### src/design/ttl_pkg.sv
// shared types and constants for the address lifetime table
package ttl_pkg;

    localparam int STATUS_W  = 2;
    localparam int SLOT_W    = 4;
    localparam int REMOVED_W = 5;
    localparam int ADDR_W    = 32;
    localparam int TOKEN_W   = 32;
    localparam int LIFE_W    = 16;

    localparam logic [LIFE_W-1:0] RELOAD_RESET = 16'd300;

    localparam logic KIND_AUTH = 1'b0;
    localparam logic KIND_TICK = 1'b1;

    typedef enum logic [STATUS_W-1:0] {
        ST_REFRESHED = 2'd0,
        ST_CREATED   = 2'd1,
        ST_FULL      = 2'd2,
        ST_TICK      = 2'd3
    } t_status;

endpackage

### src/design/ttl_address_table.sv
// Address table with per-entry lifetime, top level.
// Input channel (i_in_valid / o_in_ready) takes one word: i_kind selects an
// authorize of i_address (new entries also store i_new_token) or one tick
// that ages all occupied entries. Output channel (o_out_valid / i_out_ready)
// returns one word per input: status, slot and removed entry count.
// i_cfg_wr_en writes the lifetime reload value; write it only while idle, as
// the block itself does not enforce this. Each word is handled by one sweep
// over the entry memory through its single read port, then a drain state and
// a finish state that registers the result; the next word can be accepted
// only in the cycle after. Ticks write back aged entries during the sweep; an
// authorize that found a hit or an empty slot writes its entry once the sweep
// is done. The output register holds a finished result while the receiver
// stalls; a new word is taken meanwhile, and its sweep waits at the end until
// the output register frees up. Reset empties every entry at once through
// per-entry valid bits and sets the reload value to 300.
module ttl_address_table
    import ttl_pkg::*;
#(
    parameter int ENTRIES = 16
) (
    input  logic                 i_clk,
    input  logic                 i_rst_n,
    input  logic                 i_cfg_wr_en,
    input  logic [LIFE_W-1:0]    i_cfg_wr_data,
    input  logic                 i_in_valid,
    output logic                 o_in_ready,
    input  logic                 i_kind,
    input  logic [ADDR_W-1:0]    i_address,
    input  logic [TOKEN_W-1:0]   i_new_token,
    output logic                 o_out_valid,
    input  logic                 i_out_ready,
    output logic [STATUS_W-1:0]  o_status,
    output logic [SLOT_W-1:0]    o_slot,
    output logic [REMOVED_W-1:0] o_removed_count
);

    localparam int IDX_W = (ENTRIES > 1) ? $clog2(ENTRIES) : 1;
    localparam int CNT_W = $clog2(ENTRIES + 1);
    localparam logic [IDX_W-1:0] LAST_IDX = IDX_W'(ENTRIES - 1);

    typedef enum logic [1:0] {
        S_IDLE,
        S_SCAN,
        S_DRAIN,
        S_FINISH
    } t_state;

    t_state              r_state;
    logic                r_kind;
    logic [ADDR_W-1:0]   r_address;
    logic [TOKEN_W-1:0]  r_token;
    logic [LIFE_W-1:0]   r_reload;
    logic [IDX_W-1:0]    r_rd_idx;
    logic                r_chk_vld;
    logic [IDX_W-1:0]    r_chk_idx;
    logic                r_hit_found;
    logic [IDX_W-1:0]    r_hit_idx;
    logic                r_empty_found;
    logic [IDX_W-1:0]    r_empty_idx;
    logic [CNT_W-1:0]    r_removed;
    logic                r_out_valid;
    t_status             r_out_status;
    logic [SLOT_W-1:0]   r_out_slot;
    logic [REMOVED_W-1:0] r_out_removed;

    logic [ADDR_W-1:0]   rd_address;
    logic [LIFE_W-1:0]   rd_lifetime;
    logic                out_free;
    logic                commit;
    logic                is_hit;
    logic                is_empty;
    logic                expire;
    logic                wr_en;
    logic [IDX_W-1:0]    wr_idx;
    logic [ADDR_W-1:0]   wr_address;
    logic [LIFE_W-1:0]   wr_lifetime;
    logic                wr_token_en;
    logic                clr_en;

    ttl_entry_store #(
        .ENTRIES (ENTRIES)
    ) u_store (
        .i_clk         (i_clk),
        .i_rst_n       (i_rst_n),
        .i_rd_en       (r_state == S_SCAN),
        .i_rd_idx      (r_rd_idx),
        .o_rd_address  (rd_address),
        .o_rd_lifetime (rd_lifetime),
        .i_wr_en       (wr_en),
        .i_wr_idx      (wr_idx),
        .i_wr_address  (wr_address),
        .i_wr_lifetime (wr_lifetime),
        .i_wr_token_en (wr_token_en),
        .i_wr_token    (r_token),
        .i_clr_en      (clr_en),
        .i_clr_idx     (r_chk_idx)
    );

    assign out_free = !r_out_valid || i_out_ready;
    assign is_hit   = (rd_address == r_address);
    assign is_empty = (rd_address == '0);
    assign expire   = (rd_lifetime <= LIFE_W'(1));

    // authorize writes once at the end; ticks write back during the sweep
    assign commit = (r_state == S_FINISH) && out_free && (r_kind == KIND_AUTH)
                    && (r_hit_found || r_empty_found);

    always_comb begin
        wr_en       = 1'b0;
        wr_idx      = r_chk_idx;
        wr_address  = rd_address;
        wr_lifetime = rd_lifetime - LIFE_W'(1);
        wr_token_en = 1'b0;
        clr_en      = 1'b0;
        if (commit) begin
            wr_en       = 1'b1;
            wr_idx      = r_hit_found ? r_hit_idx : r_empty_idx;
            wr_address  = r_address;
            wr_lifetime = r_reload;
            wr_token_en = !r_hit_found;
        end else if (r_chk_vld && (r_kind == KIND_TICK) && !is_empty) begin
            wr_en  = !expire;
            clr_en = expire;
        end
    end

    always_ff @(posedge i_clk) begin
        if (!i_rst_n) begin
            r_state     <= S_IDLE;
            r_out_valid <= 1'b0;
            r_chk_vld   <= 1'b0;
            r_removed   <= '0;
            r_reload    <= RELOAD_RESET;
        end else begin
            if (i_cfg_wr_en) begin
                r_reload <= i_cfg_wr_data;
            end
            // a finished result refills the output register as the old one leaves
            if ((r_state == S_FINISH) && out_free) begin
                r_out_valid <= 1'b1;
            end else if (r_out_valid && i_out_ready) begin
                r_out_valid <= 1'b0;
            end

            r_chk_vld <= (r_state == S_SCAN);
            r_chk_idx <= r_rd_idx;

            // lookup checks run in the cycle after the read, on the registered read data
            if (r_chk_vld) begin
                if (r_kind == KIND_AUTH) begin
                    if (is_hit && !r_hit_found) begin
                        r_hit_found <= 1'b1;
                        r_hit_idx   <= r_chk_idx;
                    end
                    if (is_empty && !r_empty_found) begin
                        r_empty_found <= 1'b1;
                        r_empty_idx   <= r_chk_idx;
                    end
                end else if (!is_empty && expire) begin
                    r_removed <= r_removed + CNT_W'(1);
                end
            end

            unique case (r_state)
                S_IDLE: begin
                    if (i_in_valid) begin
                        r_kind        <= i_kind;
                        r_address     <= i_address;
                        r_token       <= i_new_token;
                        r_rd_idx      <= '0;
                        r_hit_found   <= 1'b0;
                        r_empty_found <= 1'b0;
                        r_removed     <= '0;
                        r_state       <= S_SCAN;
                    end
                end
                S_SCAN: begin
                    r_rd_idx <= r_rd_idx + IDX_W'(1);
                    if (r_rd_idx == LAST_IDX) begin
                        r_state <= S_DRAIN;
                    end
                end
                S_DRAIN: begin
                    r_state <= S_FINISH;
                end
                S_FINISH: begin
                    if (out_free) begin
                        if (r_kind == KIND_TICK) begin
                            r_out_status  <= ST_TICK;
                            r_out_slot    <= '0;
                            r_out_removed <= REMOVED_W'(r_removed);
                        end else if (r_hit_found) begin
                            r_out_status  <= ST_REFRESHED;
                            r_out_slot    <= SLOT_W'(r_hit_idx);
                            r_out_removed <= '0;
                        end else if (r_empty_found) begin
                            r_out_status  <= ST_CREATED;
                            r_out_slot    <= SLOT_W'(r_empty_idx);
                            r_out_removed <= '0;
                        end else begin
                            r_out_status  <= ST_FULL;
                            r_out_slot    <= '0;
                            r_out_removed <= '0;
                        end
                        r_state <= S_IDLE;
                    end
                end
                default: begin
                    r_state <= S_IDLE;
                end
            endcase
        end
    end

    assign o_in_ready      = (r_state == S_IDLE);
    assign o_out_valid     = r_out_valid;
    assign o_status        = r_out_status;
    assign o_slot          = r_out_slot;
    assign o_removed_count = r_out_removed;

`ifndef SYNTHESIS
    a_accept_starts_scan: assert property (@(posedge i_clk) disable iff (!i_rst_n)
        (i_in_valid && o_in_ready) |=> (r_state == S_SCAN))
        else $error("accepted word did not start a sweep");

    a_no_check_when_ready: assert property (@(posedge i_clk) disable iff (!i_rst_n)
        o_in_ready |-> !r_chk_vld)
        else $error("lookup still in flight while ready");

    a_removed_bounded: assert property (@(posedge i_clk) disable iff (!i_rst_n)
        r_removed <= CNT_W'(ENTRIES))
        else $error("removed count exceeds table size");

    a_tick_no_slot: assert property (@(posedge i_clk) disable iff (!i_rst_n)
        (o_out_valid && (o_status == ST_TICK)) |-> (o_slot == '0))
        else $error("tick result carries a slot");

    a_auth_no_removed: assert property (@(posedge i_clk) disable iff (!i_rst_n)
        (o_out_valid && (o_status != ST_TICK)) |-> (o_removed_count == '0))
        else $error("authorize result carries a removed count");
`endif

endmodule

### src/design/ttl_entry_store.sv
// entry memories (address, lifetime, token) with per-entry valid bits
module ttl_entry_store
    import ttl_pkg::*;
#(
    parameter int ENTRIES = 16,
    localparam int IDX_W = (ENTRIES > 1) ? $clog2(ENTRIES) : 1
) (
    input  logic              i_clk,
    input  logic              i_rst_n,
    input  logic              i_rd_en,
    input  logic [IDX_W-1:0]  i_rd_idx,
    output logic [ADDR_W-1:0] o_rd_address,
    output logic [LIFE_W-1:0] o_rd_lifetime,
    input  logic              i_wr_en,
    input  logic [IDX_W-1:0]  i_wr_idx,
    input  logic [ADDR_W-1:0] i_wr_address,
    input  logic [LIFE_W-1:0] i_wr_lifetime,
    input  logic              i_wr_token_en,
    input  logic [TOKEN_W-1:0] i_wr_token,
    input  logic              i_clr_en,
    input  logic [IDX_W-1:0]  i_clr_idx
);

    logic [ADDR_W-1:0]  mem_address  [ENTRIES];
    logic [LIFE_W-1:0]  mem_lifetime [ENTRIES];
    logic [TOKEN_W-1:0] mem_token    [ENTRIES];

    logic [ENTRIES-1:0] r_valid;
    logic               r_rd_valid;
    logic [ADDR_W-1:0]  r_rd_address;
    logic [LIFE_W-1:0]  r_rd_lifetime;

    always_ff @(posedge i_clk) begin
        if (i_wr_en) begin
            mem_address[i_wr_idx]  <= i_wr_address;
            mem_lifetime[i_wr_idx] <= i_wr_lifetime;
        end
        if (i_wr_token_en) begin
            mem_token[i_wr_idx] <= i_wr_token;
        end
        if (i_rd_en) begin
            r_rd_address  <= mem_address[i_rd_idx];
            r_rd_lifetime <= mem_lifetime[i_rd_idx];
        end
    end

    // an entry never written since reset, or expired, reads as empty
    always_ff @(posedge i_clk) begin
        if (!i_rst_n) begin
            r_valid    <= '0;
            r_rd_valid <= 1'b0;
        end else begin
            if (i_wr_en) begin
                r_valid[i_wr_idx] <= 1'b1;
            end
            if (i_clr_en) begin
                r_valid[i_clr_idx] <= 1'b0;
            end
            if (i_rd_en) begin
                r_rd_valid <= r_valid[i_rd_idx];
            end
        end
    end

    assign o_rd_address  = r_rd_valid ? r_rd_address : '0;
    assign o_rd_lifetime = r_rd_valid ? r_rd_lifetime : '0;

endmodule
### config.mk
export PLATFORM = sky130hd
export DESIGN_NAME = ttl_address_table
export DESIGN_NICKNAME = d
export VERILOG_FILES = /design/src/design/ttl_pkg.sv /design/src/design/ttl_address_table.sv /design/src/design/ttl_entry_store.sv
export SDC_FILE = /design/constraint.sdc
export NUM_CORES = 1
export LEC_CHECK = 0
export BUFFER_PORTS_ARGS = -buffer_cell sky130_fd_sc_hd__buf_2
export CORE_MARGIN = 3
export CORE_UTILIZATION = 40
export CTS_BUF_LIST = sky130_fd_sc_hd__clkbuf_16
export CTS_CLUSTER_DIAMETER = 80
export DETAILED_ROUTE_END_ITERATION = 7
export GPL_ROUTABILITY_DRIVEN = 0
export MAX_ROUTING_LAYER = met4
export SLEW_MARGIN = 20
export SYNTH_ARGS = -nofsm -noshare
export SYNTH_HDL_FRONTEND = slang
export SYNTH_HIERARCHICAL = 1
export SYNTH_SLANG_ARGS = --single-unit
### constraint.sdc
create_clock -name i_clk -period 9.3 [get_ports i_clk]
set_clock_uncertainty 0.1 [all_clocks]
set_input_delay 1.395 -clock i_clk [delete_from_list [all_inputs] [get_ports i_clk]]
set_output_delay 1.395 -clock i_clk [all_outputs]
set_load 0.01 [all_outputs]
# Word-level counts from Yosys, hierarchy flattened
# Memory sizes are Yosys's and may differ from the RTL's. A register that Yosys moved wholly into a read port is not among the register bits.
# Cells that the tools add are included.
[totals]
input_bits = 86
mem_bits_rw = 768
reg_bits = 104
word_cells = 117
n_memories = 2
out_inout_bits = 13
[classes]
addsub = 3
magnitude_cmp = 6
n_reduce_logical = 28
n_eq_ne = 8
n_mux = 48
bitwise = 4
[memory_table]
columns = ["memory", "words", "width", "rd", "rd_ports_with_merged_regs", "wr", "line", "text"]
rows = [
  ["u_store.mem_address", 16, 32, 1, 1, 1, "ttl_entry_store.sv:24", "logic [ADDR_W-1:0] mem_address [ENTRIES];"],
  ["u_store.mem_lifetime", 16, 16, 1, 1, 1, "ttl_entry_store.sv:25", "logic [LIFE_W-1:0] mem_lifetime [ENTRIES];"],
]
[ops]
columns = ["cell", "n"]
rows = [
  ["$mux 16", 5],
  ["$mux 32", 2],
  ["$eq 32x32->1", 1],
  ["$logic_not 32->1", 1],
  ["$mux 5", 5],
  ["$mux 1", 21],
  ["$mux 4", 5],
  ["$and 16x16->16", 1],
  ["$le 16x1->1 const B", 1],
  ["$not 16->16", 1],
  ["$or 16x16->16", 1],
  ["$sub 16x1->16 const B", 1],
  ["$lt 4x5->1 const B", 3],
  ["$reduce_and 3->1", 4],
  ["$logic_and 1x1->1", 11],
  ["$mux 2", 5],
  ["$demux 1 s4", 2],
  ["$ge 4x1->1 const B", 2],
  ["$pmux 2 s4", 1],
  ["$pmux 4 s2", 1],
  ["$reduce_and 4->1", 2],
  ["$ne 2x2->1 const B", 3],
  ["$add 5x1->5 const B", 1],
  ["$logic_not 1->1", 5],
  ["9 further kinds", 12],
]

# Depth between registers and ports, before layout
[logic_depth]
depth_word = 15
mapped_depth = 13
mapped_depth_nobuf = 11

# Hierarchy
# The synthesis kept the hierarchy.
[modules_own_cells]
columns = ["module", "instances", "seq_area_each_um2", "cells_per_inst", "area_each_um2"]
rows = [
  ["ttl_entry_store", 1, 24843.8, 1258, 31835.5],
  ["ttl_address_table", 1, 3323.2, 425, 5475.3],
]

# Least setup slack after synthesis
# Ideal clock, no wire load.
[synth_timing]
kind = "input -> register"
startpoint = "in i_out_ready"
endpoint = "reg u_store.r_valid[2]"
setup_ns = 0.079
arrival_ns = 7.805
cell_stages = 9
setup_slack_ns = 1.316
t_required_ns = 9.121
path_buffers = 3
path_cell_list = "nand2b_1 nand3_1 buf_2 buf_4 buf_4 o21ai_0 nand2_1 nor4_1 o221a_2"
[synth_via]
elab_cells_between_ends = 17
cone_classes = "2 x order compare; 8 x mux; 2 x bitwise; 5 x reduce/logical"
[synth_rtl]
columns = ["item", "line", "text"]
rows = [
  ["start: declaration", "ttl_address_table.sv:31", "input logic i_out_ready,"],
  ["$logic_or 1x1->1 (*)", "ttl_address_table.sv:99", "assign out_free = !r_out_valid || i_out_ready;"],
  ["$logic_and 1x1->1 (*) (2 in a row)", "ttl_address_table.sv:105", "assign commit = (r_state == S_FINISH) && out_free && (r_kind == KIND_AUTH)"],
  ["$logic_and 1x1->1 (*)", "ttl_address_table.sv:106", "&& (r_hit_found || r_empty_found);"],
  ["$mux 1 (*)", "ttl_address_table.sv:115", "if (commit) begin"],
  ["named net wr_en", "ttl_address_table.sv:73", "logic wr_en;"],
  ["$mux 16 (*)", "ttl_entry_store.sv:53", "if (i_wr_en) begin"],
  ["$mux 16 (*)", "ttl_entry_store.sv:49", "if (!i_rst_n) begin"],
  ["$and 16x16->16 (no line)", "--", ""],
  ["$mux 16 (*)", "ttl_entry_store.sv:56", "if (i_clr_en) begin"],
  ["end signal: assignment", "ttl_entry_store.sv:50", "r_valid <= '0;"],
  ["end signal: indexed assignment", "ttl_entry_store.sv:54", "r_valid[i_wr_idx] <= 1'b1;"],
  ["end signal: indexed assignment", "ttl_entry_store.sv:57", "r_valid[i_clr_idx] <= 1'b0;"],
  ["end: declaration", "ttl_entry_store.sv:28", "logic [ENTRIES-1:0] r_valid;"],
]
# Mark *: on every way through the listed nets, which the timed path passes. The rest lies on a longest branch. The select of a mux whose other input is x is not followed.
# A chain may end at the register's enable or synchronous reset.

# Worst setup path after layout
[layout_timing]
startpoint = "reg u_store.r_rd_valid"
endpoint = "mem u_store.mem_address[7][21], enable pin"
[layout_via]
elab_cells_between_ends = 11
cone_classes = "1 x order compare; 6 x mux; 4 x reduce/logical"
[layout_rtl]
columns = ["item", "line", "text"]
rows = [
  ["start: declaration", "ttl_entry_store.sv:29", "logic r_rd_valid;"],
  ["start signal: assignment", "ttl_entry_store.sv:60", "r_rd_valid <= r_valid[i_rd_idx];"],
  ["$mux 16", "ttl_entry_store.sv:66", "assign o_rd_lifetime = r_rd_valid ? r_rd_lifetime : '0;"],
  ["named net rd_lifetime[0]", "ttl_address_table.sv:67", "logic [LIFE_W-1:0] rd_lifetime;"],
  ["$le 16x1->1", "ttl_address_table.sv:102", "assign expire = (rd_lifetime <= LIFE_W'(1));"],
  ["$logic_not 1->1", "ttl_address_table.sv:122", "wr_en = !expire;"],
  ["$mux 1", "ttl_address_table.sv:121", "end else if (r_chk_vld && (r_kind == KIND_TICK) && !is_empty) begin"],
  ["$mux 1", "ttl_address_table.sv:115", ""],
  ["named net wr_en", "ttl_address_table.sv:73", ""],
  ["$mux 1", "ttl_entry_store.sv:34", "if (i_wr_en) begin"],
  ["$mux 1 (implied by the code)", "ttl_entry_store.sv:35", "mem_address[i_wr_idx] <= i_wr_address;"],
  ["end: declaration", "ttl_entry_store.sv:24", ""],
]
# The timed path passes the listed nets, and every way through them passes these cells.

==> results.yml <==
logic_synthesis:
  syn-instance-count: 1650
  avgSynthCellArea_sq_um: 22.0
  syn_nets: 1744
  synth_warnings: 6
  netlist_area_sq_um: 36300
sta:
  tns_ns: 0
  hold_viol: 0
  relSlewSlack_pct: 22.9
  timing.fmax_mhz: 189
  tightest_slew_ns: 1.16
  fin_ws_ns: 4.01
  setup_viol: 0
  fin_crit_sh_pct: 56.9
  slew_violations: 0
  period_needed_ns: 5.29
  rsz0062_at_grt: "false"
clock_tree:
  insertion_delay_ns: 0.64
  path_clk_slew_ns: 0.06
  tritoncts: "yes"
  numCtsBuffers: 97
  cts.sinks: 920
  post_cts_buffers: 0
  cts_resized: 0
  clk_path_buf_depth: 3
  cts_root_buf: "clkbuf_16"
  htree_num_levels: 3
  cts_hold_buf: 0
cells_and_area:
  final_nets: 1866
  fin_cells: 3010
  area_growth_pct: 13.5
  final_layout_size_suffix_gt1_share_pct: 27.1
  final_area_sq_um: 41300
setup_path:
  worstPathArrival_ns: 5.45
  crit_type: "register to register"
  worstPathRequired_ns: 9.46
  critPathSlowestCell: "nor2_4"
  cpMostUsedCell: "buf_4"
  slowest_delay_ns: 0.95
  end_kind: "register"
  path_buf_inv: 3
  path_max_fanout: 49
  cp-start-kind: "register"
  cp_top_family: "simple AND/OR/NAND/NOR gates"
  worstPathCellList: "buf_4, and2_1, inv_1, ha_1, o21bai_1, or3_4, nand2_1, o21ai_0, nand3_1, nor2_4, buf_4"
placed_design:
  placed_area_sq_um: 38000
  io_buffer_count: 66
  dp_slack_ns: 3.75
  placedCellCount: 2838
  dp_hpwl_mm: 42.1
floorplan:
  coreArea_sq_um: 89200
  rows: 109
  io_pins: 99
  dieWidth_microns: 307
  die_h_microns: 307
  dieArea_sq_um: 94500
  initial_core_util_pct: 40.7
global_route:
  antenna_found_initial: 0
  first_global_vias: 17600
  grt_overflow: 0
  grt_pass1_wl_mm: 121
  track_usage_pct: 18.1
  grt_max_degree: 151
power:
  swShare_pct: 26.3
  p_seq_share_pct: 46.7
  pwr-share-comb_pct: 19.5
  max-vdd-ir-drop_v: 0.000173
  p_int_uw: 8400
  leakagePower_uw: 0.0134
  power_density_nw_per_um2: 276
  pwr-share-clk_pct: 33.7
  switchingPower_uw: 3000
routing:
  drtPass1Iterations: 5
  wire_per_inst_microns: 27.5
  drt_iter0_drc: 1816
  finalWirelength_mm: 82.7
  viasPerCell: 5.71
  drc: 0
  vias: 17200
  drtAntennaViolNets: 0
worst_hold_path:
  min-delay-path-class: "register to register"
job:
  maxCapViolations: 0
run_status:
  outcome: "complete, no violations"
==> power groups by stage <==
stage	combinational (uW)	clock (uW)	sequential [uW]
3_5_place_dp	2220	0	5420
5_1_grt	2400	4110	5350
4_1_cts	2220	3930	5340
3_3_place_gp	2140	0	5420
2_1_floorplan	1610	0	5370
6_report	2230	3840	5330
==> stage by stage <==
step | power (uW) | hold slack, ns | utilization, %
after floorplan | 6980 | 0.342 | -
after global placement | 7560 | 0.366 | 42.6
after detailed placement | 7640 | 0.380 | 42.6
after CTS | 11500 | 0.395 | 46.2
after global routing | 11900 | 0.433 | 46.3
final | 11400 | 0.388 | 46.3
==> layer usage <==
layer | wire length (microns) | track usage [%]
met1 | 36400 | 25.8
met2 | 39300 | 27.6
met3 | 5330 | 2.83
met4 | 1680 | 4.81
met5 | 0 | -
==> cells in the final DEF (no fill, tap or decap), drive strengths merged, types with 10 or more instances in the layout <==
| master | count |
|---|---|
| nand3 | 14 |
| nor2 | 57 |
| and2 | 57 |
| inv | 31 |
| bufinv | 13 |
| edfxtp | 878 |
| mux4 | 242 |
| nor3 | 13 |
| xor2 | 10 |
| nand4 | 11 |
| nor4 | 18 |
| nand2 | 26 |
| mux2i | 25 |
| clkinv | 34 |
| xnor2 | 37 |
| o221a | 14 |
| a21oi | 20 |
| clkbuf | 100 |
| mux2 | 32 |
| buf | 103 |
| dfxtp | 42 |
==> path summary, 6_finish.rpt <==
path                            slack [ns]  cells past startpoint               start                          to
worst min-delay path                  0.39                      2         r_reload[2]                 r_reload[2]
worst max register to register        4.01                     11  u_store/r_rd_valid  u_store/mem_address[7][21]
worst min register to register        0.39                      2         r_reload[2]                 r_reload[2]
worst max-delay path                  4.01                     11  u_store/r_rd_valid  u_store/mem_address[7][21]
==> worst register-to-register path: stages (launching register included) <==
cell and delay [ns]:
dfxtp_2 0.31, buf_4 0.54, and2_1 0.38, inv_1 0.07, ha_1 0.31, o21bai_1 0.38, or3_4 0.22, nand2_1 0.05
o21ai_0 0.53, nand3_1 0.36, nor2_4 0.95, buf_4 0.68
==> final cells by class <==
type,instances,area (sq um)
diodes,1,2.50
clock buffers,100,2500
multi-input cells,638,8720
well taps,1165,1460
repair buffers,103,637
flip-flops and latches,920,27200
fillers,7360,47900
clock inverters,71,684
inverters,12,45.0
==> state kept, by name, summed over array words and instances, names as in the netlist <==
| signal | cells |
|---|---|
| o_out_valid | 1 |
| o_removed_count | 5 |
| o_slot | 4 |
| o_status | 2 |
| r_address | 32 |
| r_chk_idx | 4 |
| r_chk_vld | 1 |
| r_empty_found | 1 |
| r_empty_idx | 4 |
| r_hit_found | 1 |
| r_hit_idx | 4 |
| r_kind | 1 |
| r_rd_idx | 4 |
| r_reload | 16 |
| r_removed | 5 |
| r_state | 2 |
| u_store/mem_address | 512 |
| u_store/mem_lifetime | 256 |
| u_store/r_rd_address | 32 |
| u_store/r_rd_lifetime | 16 |
| u_store/r_rd_valid | 1 |
| u_store/r_valid | 16 |
No activity file was read; power rests on OpenSTA's default activity.
